### src/hdl/tcc_pkg.sv
package tcc_pkg;

   localparam int CELL_SIZE = 8;
   localparam int TAB_STOP  = 64;

   localparam int SCREEN_BITS = 13;
   localparam int TOP_BITS    = 7;
   localparam int COLOR_BITS  = 32;
   localparam int POS_BITS    = 12;
   localparam int CHAR_BITS   = 8;
   localparam int MAX_CMDS    = 4;
   localparam int IDX_BITS    = 2;
   localparam int CNT_BITS    = 3;

   localparam logic [CHAR_BITS-1:0] CHAR_BS       = 8'd8;
   localparam logic [CHAR_BITS-1:0] CHAR_TAB      = 8'd9;
   localparam logic [CHAR_BITS-1:0] CHAR_LF       = 8'd10;
   localparam logic [CHAR_BITS-1:0] CHAR_FF       = 8'd12;
   localparam logic [CHAR_BITS-1:0] CHAR_CR       = 8'd13;
   localparam logic [CHAR_BITS-1:0] CHAR_PRINT_LO = 8'd32;
   localparam logic [CHAR_BITS-1:0] CHAR_PRINT_HI = 8'd126;

   localparam logic [2:0] REG_DISP_WIDTH    = 3'd0;
   localparam logic [2:0] REG_DISP_HEIGHT   = 3'd1;
   localparam logic [2:0] REG_RESERVED_TOP  = 3'd2;
   localparam logic [2:0] REG_TEXT_COLOR    = 3'd3;
   localparam logic [2:0] REG_BACK_COLOR    = 3'd4;

   localparam logic [SCREEN_BITS-1:0] RST_DISP_WIDTH    = 13'd640;
   localparam logic [SCREEN_BITS-1:0] RST_DISP_HEIGHT   = 13'd480;
   localparam logic [TOP_BITS-1:0]    RST_RESERVED_TOP  = 7'd8;
   localparam logic [COLOR_BITS-1:0]  RST_TEXT_COLOR    = 32'h00FF_FFFF;
   localparam logic [COLOR_BITS-1:0]  RST_BACK_COLOR    = 32'h0000_0000;

   typedef enum logic [2:0] {
      CMD_ERASE  = 3'd0,
      CMD_GLYPH  = 3'd1,
      CMD_SCROLL = 3'd2,
      CMD_CLEAR  = 3'd3,
      CMD_CURSOR = 3'd4
   } cmd_type;

   typedef struct packed {
      cmd_type [MAX_CMDS-1:0] cmd;
      logic [CNT_BITS-1:0]    count;
      logic [POS_BITS-1:0]    old_x;
      logic [POS_BITS-1:0]    old_y;
      logic [POS_BITS-1:0]    new_x;
      logic [POS_BITS-1:0]    new_y;
      logic [CHAR_BITS-1:0]   glyph;
   } cmd_list_type;

endpackage

### src/hdl/tcc_step.sv
module tcc_step
   import tcc_pkg::*;
#(
   parameter int COORD_BITS = 13
) (
   input  logic [CHAR_BITS-1:0]   char_code,
   input  logic [COORD_BITS-1:0]  col,
   input  logic [COORD_BITS-1:0]  row,
   input  logic [SCREEN_BITS-1:0] disp_width,
   input  logic [SCREEN_BITS-1:0] disp_height,
   input  logic [TOP_BITS-1:0]    reserved_top,
   output logic [COORD_BITS-1:0]  col_next,
   output logic [COORD_BITS-1:0]  row_next,
   output cmd_list_type           list
);

   localparam int CW = ((COORD_BITS > SCREEN_BITS) ? COORD_BITS : SCREEN_BITS) + 1;

   always_comb begin
      logic [COORD_BITS-1:0] c;
      logic [COORD_BITS-1:0] r;
      logic [CW-1:0]         sum;
      logic [CW-1:0]         old_c_w;
      logic [CW-1:0]         old_r_w;
      logic [CW-1:0]         new_c_w;
      logic [CW-1:0]         new_r_w;
      logic                  wrap_chk;
      logic                  chk_scroll;
      logic                  add_glyph;
      logic                  add_clear;
      logic                  add_scroll;
      logic                  add_cursor;
      logic [CNT_BITS-1:0]   n;

      c          = col;
      r          = row;
      sum        = '0;
      wrap_chk   = 1'b0;
      chk_scroll = 1'b1;
      add_glyph  = 1'b0;
      add_clear  = 1'b0;

      case (char_code) inside
         CHAR_BS: begin
            if (c >= COORD_BITS'(CELL_SIZE)) c = c - COORD_BITS'(CELL_SIZE);
         end
         CHAR_TAB: begin
            // round up to the next tab stop
            sum      = CW'(col) + CW'(TAB_STOP - 1);
            c        = sum[COORD_BITS-1:0] & ~COORD_BITS'(TAB_STOP - 1);
            wrap_chk = 1'b1;
         end
         CHAR_LF: begin
            r = r + COORD_BITS'(CELL_SIZE);
            c = '0;
         end
         CHAR_FF: begin
            add_clear  = 1'b1;
            c          = '0;
            r          = COORD_BITS'(reserved_top);
            chk_scroll = 1'b0;
         end
         CHAR_CR: begin
            c = '0;
         end
         [CHAR_PRINT_LO:CHAR_PRINT_HI]: begin
            add_glyph = 1'b1;
            c         = c + COORD_BITS'(CELL_SIZE);
            wrap_chk  = 1'b1;
         end
         default: begin
         end
      endcase

      if (wrap_chk && (CW'(c) + CW'(CELL_SIZE) >= CW'(disp_width))) begin
         c = '0;
         r = r + COORD_BITS'(CELL_SIZE);
      end

      add_scroll = chk_scroll && (CW'(r) + CW'(1) >= CW'(disp_height));
      if (add_scroll) r = (r >= COORD_BITS'(CELL_SIZE)) ? r - COORD_BITS'(CELL_SIZE) : '0;

      add_cursor = (CW'(c) < CW'(disp_width)) && (CW'(r) < CW'(disp_height));

      col_next = c;
      row_next = r;

      old_c_w = CW'(col);
      old_r_w = CW'(row);
      new_c_w = CW'(c);
      new_r_w = CW'(r);

      // pack the run of commands in issue order
      list.cmd = {MAX_CMDS{CMD_ERASE}};
      n        = CNT_BITS'(1);
      if (add_glyph) begin
         list.cmd[n[IDX_BITS-1:0]] = CMD_GLYPH;
         n = n + CNT_BITS'(1);
      end
      if (add_clear) begin
         list.cmd[n[IDX_BITS-1:0]] = CMD_CLEAR;
         n = n + CNT_BITS'(1);
      end
      if (add_scroll) begin
         list.cmd[n[IDX_BITS-1:0]] = CMD_SCROLL;
         n = n + CNT_BITS'(1);
      end
      if (add_cursor) begin
         list.cmd[n[IDX_BITS-1:0]] = CMD_CURSOR;
         n = n + CNT_BITS'(1);
      end
      list.count = n - CNT_BITS'(1);
      list.old_x = old_c_w[POS_BITS-1:0];
      list.old_y = old_r_w[POS_BITS-1:0];
      list.new_x = new_c_w[POS_BITS-1:0];
      list.new_y = new_r_w[POS_BITS-1:0];
      list.glyph = char_code;
   end

endmodule

### src/hdl/tcc_emit.sv
module tcc_emit
   import tcc_pkg::*;
(
   input  logic                  clock,
   input  logic                  reset,
   input  logic                  load,
   input  cmd_list_type          list_in,
   input  logic [COLOR_BITS-1:0] text_color,
   input  logic [COLOR_BITS-1:0] back_color,
   input  logic [TOP_BITS-1:0]   reserved_top,
   output logic                  can_load,
   output logic                  rsp_valid,
   input  logic                  rsp_ready,
   output logic [2:0]            rsp_command,
   output logic [POS_BITS-1:0]   rsp_pos_x,
   output logic [POS_BITS-1:0]   rsp_pos_y,
   output logic [CHAR_BITS-1:0]  rsp_glyph,
   output logic [COLOR_BITS-1:0] rsp_pixel_color,
   output logic                  rsp_last
);

   logic                busy_ff, busy_in;
   logic [IDX_BITS-1:0] idx_ff, idx_in;
   cmd_list_type        list_ff, list_in_sel;
   cmd_type             cur;
   logic                done;

   assign cur       = list_ff.cmd[idx_ff];
   assign rsp_valid = busy_ff;
   assign rsp_last  = (CNT_BITS'(idx_ff) == list_ff.count);
   assign done      = busy_ff && rsp_ready && rsp_last;
   assign can_load  = !busy_ff || done;

   always_comb begin
      busy_in     = busy_ff;
      idx_in      = idx_ff;
      list_in_sel = list_ff;
      if (busy_ff && rsp_ready) begin
         if (rsp_last) begin
            busy_in = 1'b0;
         end else begin
            idx_in = idx_ff + IDX_BITS'(1);
         end
      end
      if (load) begin
         busy_in     = 1'b1;
         idx_in      = '0;
         list_in_sel = list_in;
      end
   end

   always_ff @(posedge clock) begin
      if (reset) begin
         busy_ff <= 1'b0;
         idx_ff  <= '0;
      end else begin
         busy_ff <= busy_in;
         idx_ff  <= idx_in;
      end
      list_ff <= list_in_sel;
   end

   always_comb begin
      rsp_command     = cur;
      rsp_glyph       = '0;
      rsp_pos_x       = '0;
      rsp_pos_y       = '0;
      rsp_pixel_color = back_color;
      case (cur)
         CMD_ERASE: begin
            rsp_pos_x = list_ff.old_x;
            rsp_pos_y = list_ff.old_y;
         end
         CMD_GLYPH: begin
            rsp_pos_x       = list_ff.old_x;
            rsp_pos_y       = list_ff.old_y;
            rsp_glyph       = list_ff.glyph;
            rsp_pixel_color = text_color;
         end
         CMD_SCROLL: begin
            rsp_pos_y = POS_BITS'(reserved_top);
         end
         CMD_CLEAR: begin
         end
         CMD_CURSOR: begin
            rsp_pos_x       = list_ff.new_x;
            rsp_pos_y       = list_ff.new_y;
            rsp_pixel_color = text_color;
         end
         default: begin
         end
      endcase
   end

endmodule

### src/hdl/text_console_cursor_controller.sv
// Latency: a character accepted at one edge shows its first command the next cycle.
// Throughput: one command transfers per cycle while rsp_ready is high; a character causes
// 1 to 4 commands, and the single result register holds one character's run at a time.
// A new character is taken in the cycle its previous run's final command transfers.
// Reset (synchronous): cursor to column 0, row 8; registers to their reset values.
module text_console_cursor_controller
   import tcc_pkg::*;
#(
   parameter int COORD_BITS = 13
) (
   input  logic                  clock,
   input  logic                  reset,
   input  logic                  req_valid,
   output logic                  req_ready,
   input  logic [CHAR_BITS-1:0]  req_char_code,
   output logic                  rsp_valid,
   input  logic                  rsp_ready,
   output logic [2:0]            rsp_command,
   output logic [POS_BITS-1:0]   rsp_pos_x,
   output logic [POS_BITS-1:0]   rsp_pos_y,
   output logic [CHAR_BITS-1:0]  rsp_glyph,
   output logic [COLOR_BITS-1:0] rsp_pixel_color,
   output logic                  rsp_last,
   input  logic                  psel,
   input  logic                  penable,
   input  logic                  pwrite,
   input  logic [4:0]            paddr,
   input  logic [31:0]           pwdata,
   output logic [31:0]           prdata,
   output logic                  pready
);

   logic [SCREEN_BITS-1:0] disp_width_ff;
   logic [SCREEN_BITS-1:0] disp_height_ff;
   logic [TOP_BITS-1:0]    reserved_top_ff;
   logic [COLOR_BITS-1:0]  text_color_ff;
   logic [COLOR_BITS-1:0]  back_color_ff;
   logic [COORD_BITS-1:0]  col_ff, col_in;
   logic [COORD_BITS-1:0]  row_ff, row_in;
   logic [2:0]             reg_idx;
   logic                   wr_en;
   logic                   accept;
   logic                   can_load;
   cmd_list_type           list;

   assign pready  = 1'b1;
   assign reg_idx = paddr[4:2];
   assign wr_en   = psel && penable && pwrite;

   always_ff @(posedge clock) begin
      if (reset) begin
         disp_width_ff    <= RST_DISP_WIDTH;
         disp_height_ff   <= RST_DISP_HEIGHT;
         reserved_top_ff  <= RST_RESERVED_TOP;
         text_color_ff    <= RST_TEXT_COLOR;
         back_color_ff    <= RST_BACK_COLOR;
      end else if (wr_en) begin
         case (reg_idx)
            REG_DISP_WIDTH:    disp_width_ff    <= pwdata[SCREEN_BITS-1:0];
            REG_DISP_HEIGHT:   disp_height_ff   <= pwdata[SCREEN_BITS-1:0];
            REG_RESERVED_TOP:  reserved_top_ff  <= pwdata[TOP_BITS-1:0];
            REG_TEXT_COLOR:    text_color_ff    <= pwdata;
            REG_BACK_COLOR:    back_color_ff    <= pwdata;
            default: begin
            end
         endcase
      end
   end

   always_comb begin
      case (reg_idx)
         REG_DISP_WIDTH:    prdata = 32'(disp_width_ff);
         REG_DISP_HEIGHT:   prdata = 32'(disp_height_ff);
         REG_RESERVED_TOP:  prdata = 32'(reserved_top_ff);
         REG_TEXT_COLOR:    prdata = text_color_ff;
         REG_BACK_COLOR:    prdata = back_color_ff;
         default:           prdata = '0;
      endcase
   end

   assign req_ready = can_load;
   assign accept    = req_valid && can_load;

   tcc_step #(
      .COORD_BITS(COORD_BITS)
   ) u_step (
      .char_code     (req_char_code),
      .col           (col_ff),
      .row           (row_ff),
      .disp_width    (disp_width_ff),
      .disp_height   (disp_height_ff),
      .reserved_top  (reserved_top_ff),
      .col_next      (col_in),
      .row_next      (row_in),
      .list          (list)
   );

   // advance the cursor once per accepted character
   always_ff @(posedge clock) begin
      if (reset) begin
         col_ff <= '0;
         row_ff <= COORD_BITS'(RST_RESERVED_TOP);
      end else if (accept) begin
         col_ff <= col_in;
         row_ff <= row_in;
      end
   end

   tcc_emit u_emit (
      .clock           (clock),
      .reset           (reset),
      .load            (accept),
      .list_in         (list),
      .text_color      (text_color_ff),
      .back_color      (back_color_ff),
      .reserved_top    (reserved_top_ff),
      .can_load        (can_load),
      .rsp_valid       (rsp_valid),
      .rsp_ready       (rsp_ready),
      .rsp_command     (rsp_command),
      .rsp_pos_x       (rsp_pos_x),
      .rsp_pos_y       (rsp_pos_y),
      .rsp_glyph       (rsp_glyph),
      .rsp_pixel_color (rsp_pixel_color),
      .rsp_last        (rsp_last)
   );

endmodule

### config.mk
export PLATFORM = sky130hd
export DESIGN_NAME = text_console_cursor_controller
export DESIGN_NICKNAME = d
export VERILOG_FILES = /design/src/hdl/tcc_pkg.sv /design/src/hdl/tcc_step.sv /design/src/hdl/tcc_emit.sv /design/src/hdl/text_console_cursor_controller.sv
export SDC_FILE = /design/constraint.sdc
export NUM_CORES = 1
export LEC_CHECK = 0
export BUFFER_PORTS_ARGS = -buffer_cell sky130_fd_sc_hd__buf_4
export CORE_MARGIN = 2
export CORE_UTILIZATION = 53
export DETAILED_ROUTE_END_ITERATION = 10
export HOLD_SLACK_MARGIN = 0.02
export MAX_ROUTING_LAYER = met4
export PLACE_DENSITY = 0.75
export SLEW_MARGIN = 20
export SYNTH_ARGS = -nofsm -noshare
export SYNTH_HDL_FRONTEND = slang
export SYNTH_SLANG_ARGS = --single-unit
### constraint.sdc
create_clock -name clock -period 10.2 [get_ports clock]
set_clock_uncertainty 0.1 [all_clocks]
set_input_delay 1.53 -clock clock [delete_from_list [all_inputs] [get_ports clock]]
set_output_delay 1.53 -clock clock [all_outputs]
set_load 0.05 [all_outputs]
==> results.json <==
{
  "grt_max_degree": 86,
  "fin_tns_setup_ps": 0,
  "syn_inst": 1430,
  "synth_nets": 1554,
  "pre_cts_ws_ps": -569,
  "maxSlewViolCount": 0,
  "placed_cell_area_sq_um": 14600,
  "synth_area_leader_cell": "dfxtp_1",
  "grt_pass1_wl_mm": 58.0,
  "start_util": 0.541,
  "grt_pass1_vias": 10900,
  "required_ps": 10290,
  "final_nets": 1792,
  "insertion_delay_ps": 440,
  "end_kind": "flop",
  "viasPerCell": 6.07,
  "num_rows": 55,
  "fin_ws_ps": 241,
  "synth_xor_area_frac": 0.0307,
  "synth_compound_gate_area_share": 0.187,
  "period_minus_slack_ps": 9960,
  "wl_per_cell_microns": 19.2,
  "yosys_register_bits": 195,
  "drive_gt1_frac": 0.285,
  "first_pass_iters": 6,
  "synth.most_common_cell": "nand2_1",
  "cts_max_level": 4,
  "p_sw_frac": 0.344,
  "power.density_nw_per_um2": 138,
  "syn_avg_cell_area_sq_um": 8.57,
  "portBuffers": 151,
  "power.total_mw": 2.16,
  "clockBufferDepth": 2,
  "critPathKind": "input port to flop",
  "clk_pin_slew_ps": 80,
  "die_y_microns": 156,
  "holdBufCountCts": 0,
  "antennaDiodeCount": 0,
  "cp_max_fo": 4,
  "grt-ovfl-total": 0,
  "drc": 0,
  "die_area_sq_um": 24400,
  "synth.yosys.seq_area_share": 0.375,
  "intPower_mw": 1.42,
  "async_reset_ff_frac": 0,
  "dp_hpwl_mm": 26.9,
  "cap_viol_max_count": 0,
  "synth.area.mux_share": 0.0685,
  "cp_slowest_cell": "or4_4",
  "combPwrFrac": 0.283,
  "min_path_type": "flop to flop",
  "core_area_sq_um": 22600,
  "path_buf_inv": 3,
  "hold_viol": 0,
  "cts_buffers": 17,
  "synth-simple-area-share": 0.218,
  "power_frac_seq": 0.397,
  "timing.hold.ws_ps": 369,
  "rsz0062_at_grt": "yes",
  "n_fill_cell": 1768,
  "period_share": 0.976,
  "final_area_sq_um": 15600,
  "worst_path_largest_cell_delay_ps": 550,
  "syn_to_final_growth_pct": 27.6,
  "clock_sinks": 195,
  "synth_top_area_share": 0.206,
  "cts_root_buffer": "clkbuf_16",
  "antenna_found_initial": 0,
  "status": "completed",
  "io_pins": 155,
  "ys.warnings.count": 0,
  "synthDistinctLibCells": 90,
  "max_slew_margin": 0.246,
  "tritoncts": "built",
  "grtUsageTotal": 0.309,
  "synth_flop_cell": "dfxtp_1",
  "setup-violations-final": 0,
  "antenna_left": 0,
  "wl_mm": 37.7,
  "die_w_microns": 156,
  "synth_fa_ha_area_frac": 0.0741,
  "max_freq_mhz": 100,
  "synth_edf_count": 69,
  "ir_worst_vdd_mv": 0.101,
  "synth_common_cells": "nand2_1, dfxtp_1, a21oi_1",
  "gp_routability_congestion": 0.967,
  "cp-start-kind": "input port",
  "first_iter_violations": 1016,
  "crit_arrival_ps": 10050,
  "synth_top_family_by_area": "simple AND/OR/NAND/NOR gates",
  "power_leakage_nw": 6.45,
  "clkPwrFrac": 0.320,
  "crit_family": "simple AND/OR/NAND/NOR gates",
  "synth_area_sq_um": 12300,
  "synth_area_leaders": "dfxtp_1, edfxtp_1, nand2_1",
  "num_vias": 11900,
  "tightest_slew_ps": 1130,
  "switching_power_mw": 0.744
}
## what timing repair did
item | 4_1_cts | 5_1_grt
pin swaps | 4 | 19
setup buffers | 4 | 12
gates resized for setup | 11 | 57
setup endpoints to repair | 4 | 13
## metal layers
metal	vias to the layer above	track usage	part of all wire
li1	5638	-	-
met1	5658	0.412	0.43
met2	577	0.484	0.46
met3	53	0.0558	0.088
met4	0	0.0869	0.020
met5	-	-	0
## power by group through the flow
stage               sequential, mW  combinational (mW)  clock [mW]
floorplan                    0.872               0.374           0
global route                 0.862               0.647       0.726
finish                       0.859               0.612       0.692
global placement             0.875               0.561           0
CTS                          0.859               0.575       0.697
detailed placement           0.877               0.570           0
## cell usage in the layout, fill, tap and decap left out, types with 16 or more instances in the layout
cell,synthesis,routed
a21oi_1,116,113
a22o_1,37,37
a22oi_1,22,22
and3_1,20,19
buf_4,3,303
clkbuf_16,0,18
dfxtp_1,126,126
edfxtp_1,69,69
ha_1,71,64
inv_1,52,50
mux2_2,50,47
mux2i_1,22,22
nand2_1,256,254
nand3_1,51,50
nor2_1,81,70
nor2b_1,16,16
nor3_1,29,26
o21ai_0,48,44
xnor2_1,32,29
## path summary, 6_finish.rpt
path | slack, ps | start | cells after the start | to
max | 240 | req_char_code[6] | 43 | u_emit.list_ff[58]
min | 370 | text_color_ff[30] | 2 | text_color_ff[30]
max reg2reg | 900 | col_ff[4] | 44 | u_emit.list_ff[58]
min reg2reg | 370 | text_color_ff[30] | 2 | text_color_ff[30]
## cell families (layout without fill, tap and decap cells)
group / count (synthesis) / after routing
buffers and inverters: 143 / 394
XOR/XNOR: 43 / 43
AO/OA/AOI/OAI: 342 / 342
adder cells (fa/ha/maj): 72 / 72
AND/OR/NAND/NOR: 559 / 559
other: 1 / 1
multiplexers: 75 / 75
flip-flops: 195 / 195
## sequential cells by signal, summed over array words and instances (netlist names)
| name | count |
|---|---|
| disp_width_ff | 13 |
| row_ff | 13 |
| text_color_ff | 32 |
| u_emit.rsp_valid | 1 |
| u_emit.idx_ff | 2 |
| back_color_ff | 32 |
| reserved_top_ff | 7 |
| u_emit.list_ff | 69 |
| disp_height_ff | 13 |
| col_ff | 13 |
## cell type report
type	count	area (sq um)	share of cell area
timing repair buffer	310	2360	0.151
inverter	52	195	0.0125
multi-input combinational	1092	7530	0.481
tap	285	357	0.0228
clock inverter	14	151	0.00968
sequential	195	4590	0.294
clock buffer	18	450	0.0288
## stage by stage
step,util,std cells
2_1_floorplan,-,1430
3_3_place_gp,0.644,1919
3_5_place_dp,0.644,1919
4_1_cts,0.674,1955
5_1_grt,0.691,1966
6_report,0.691,1966
## worst reg2reg max path: cells and delay by family (launching register included)
family          cells  cell delay (ps)
buf+inv             3              370
xor+xnor            3              360
compound gates     11             2280
fa+ha+maj           6             1500
flops               1              310
mux                 2              580
simple gates       19             3540
No activity file was read; power rests on OpenSTA's default activity.
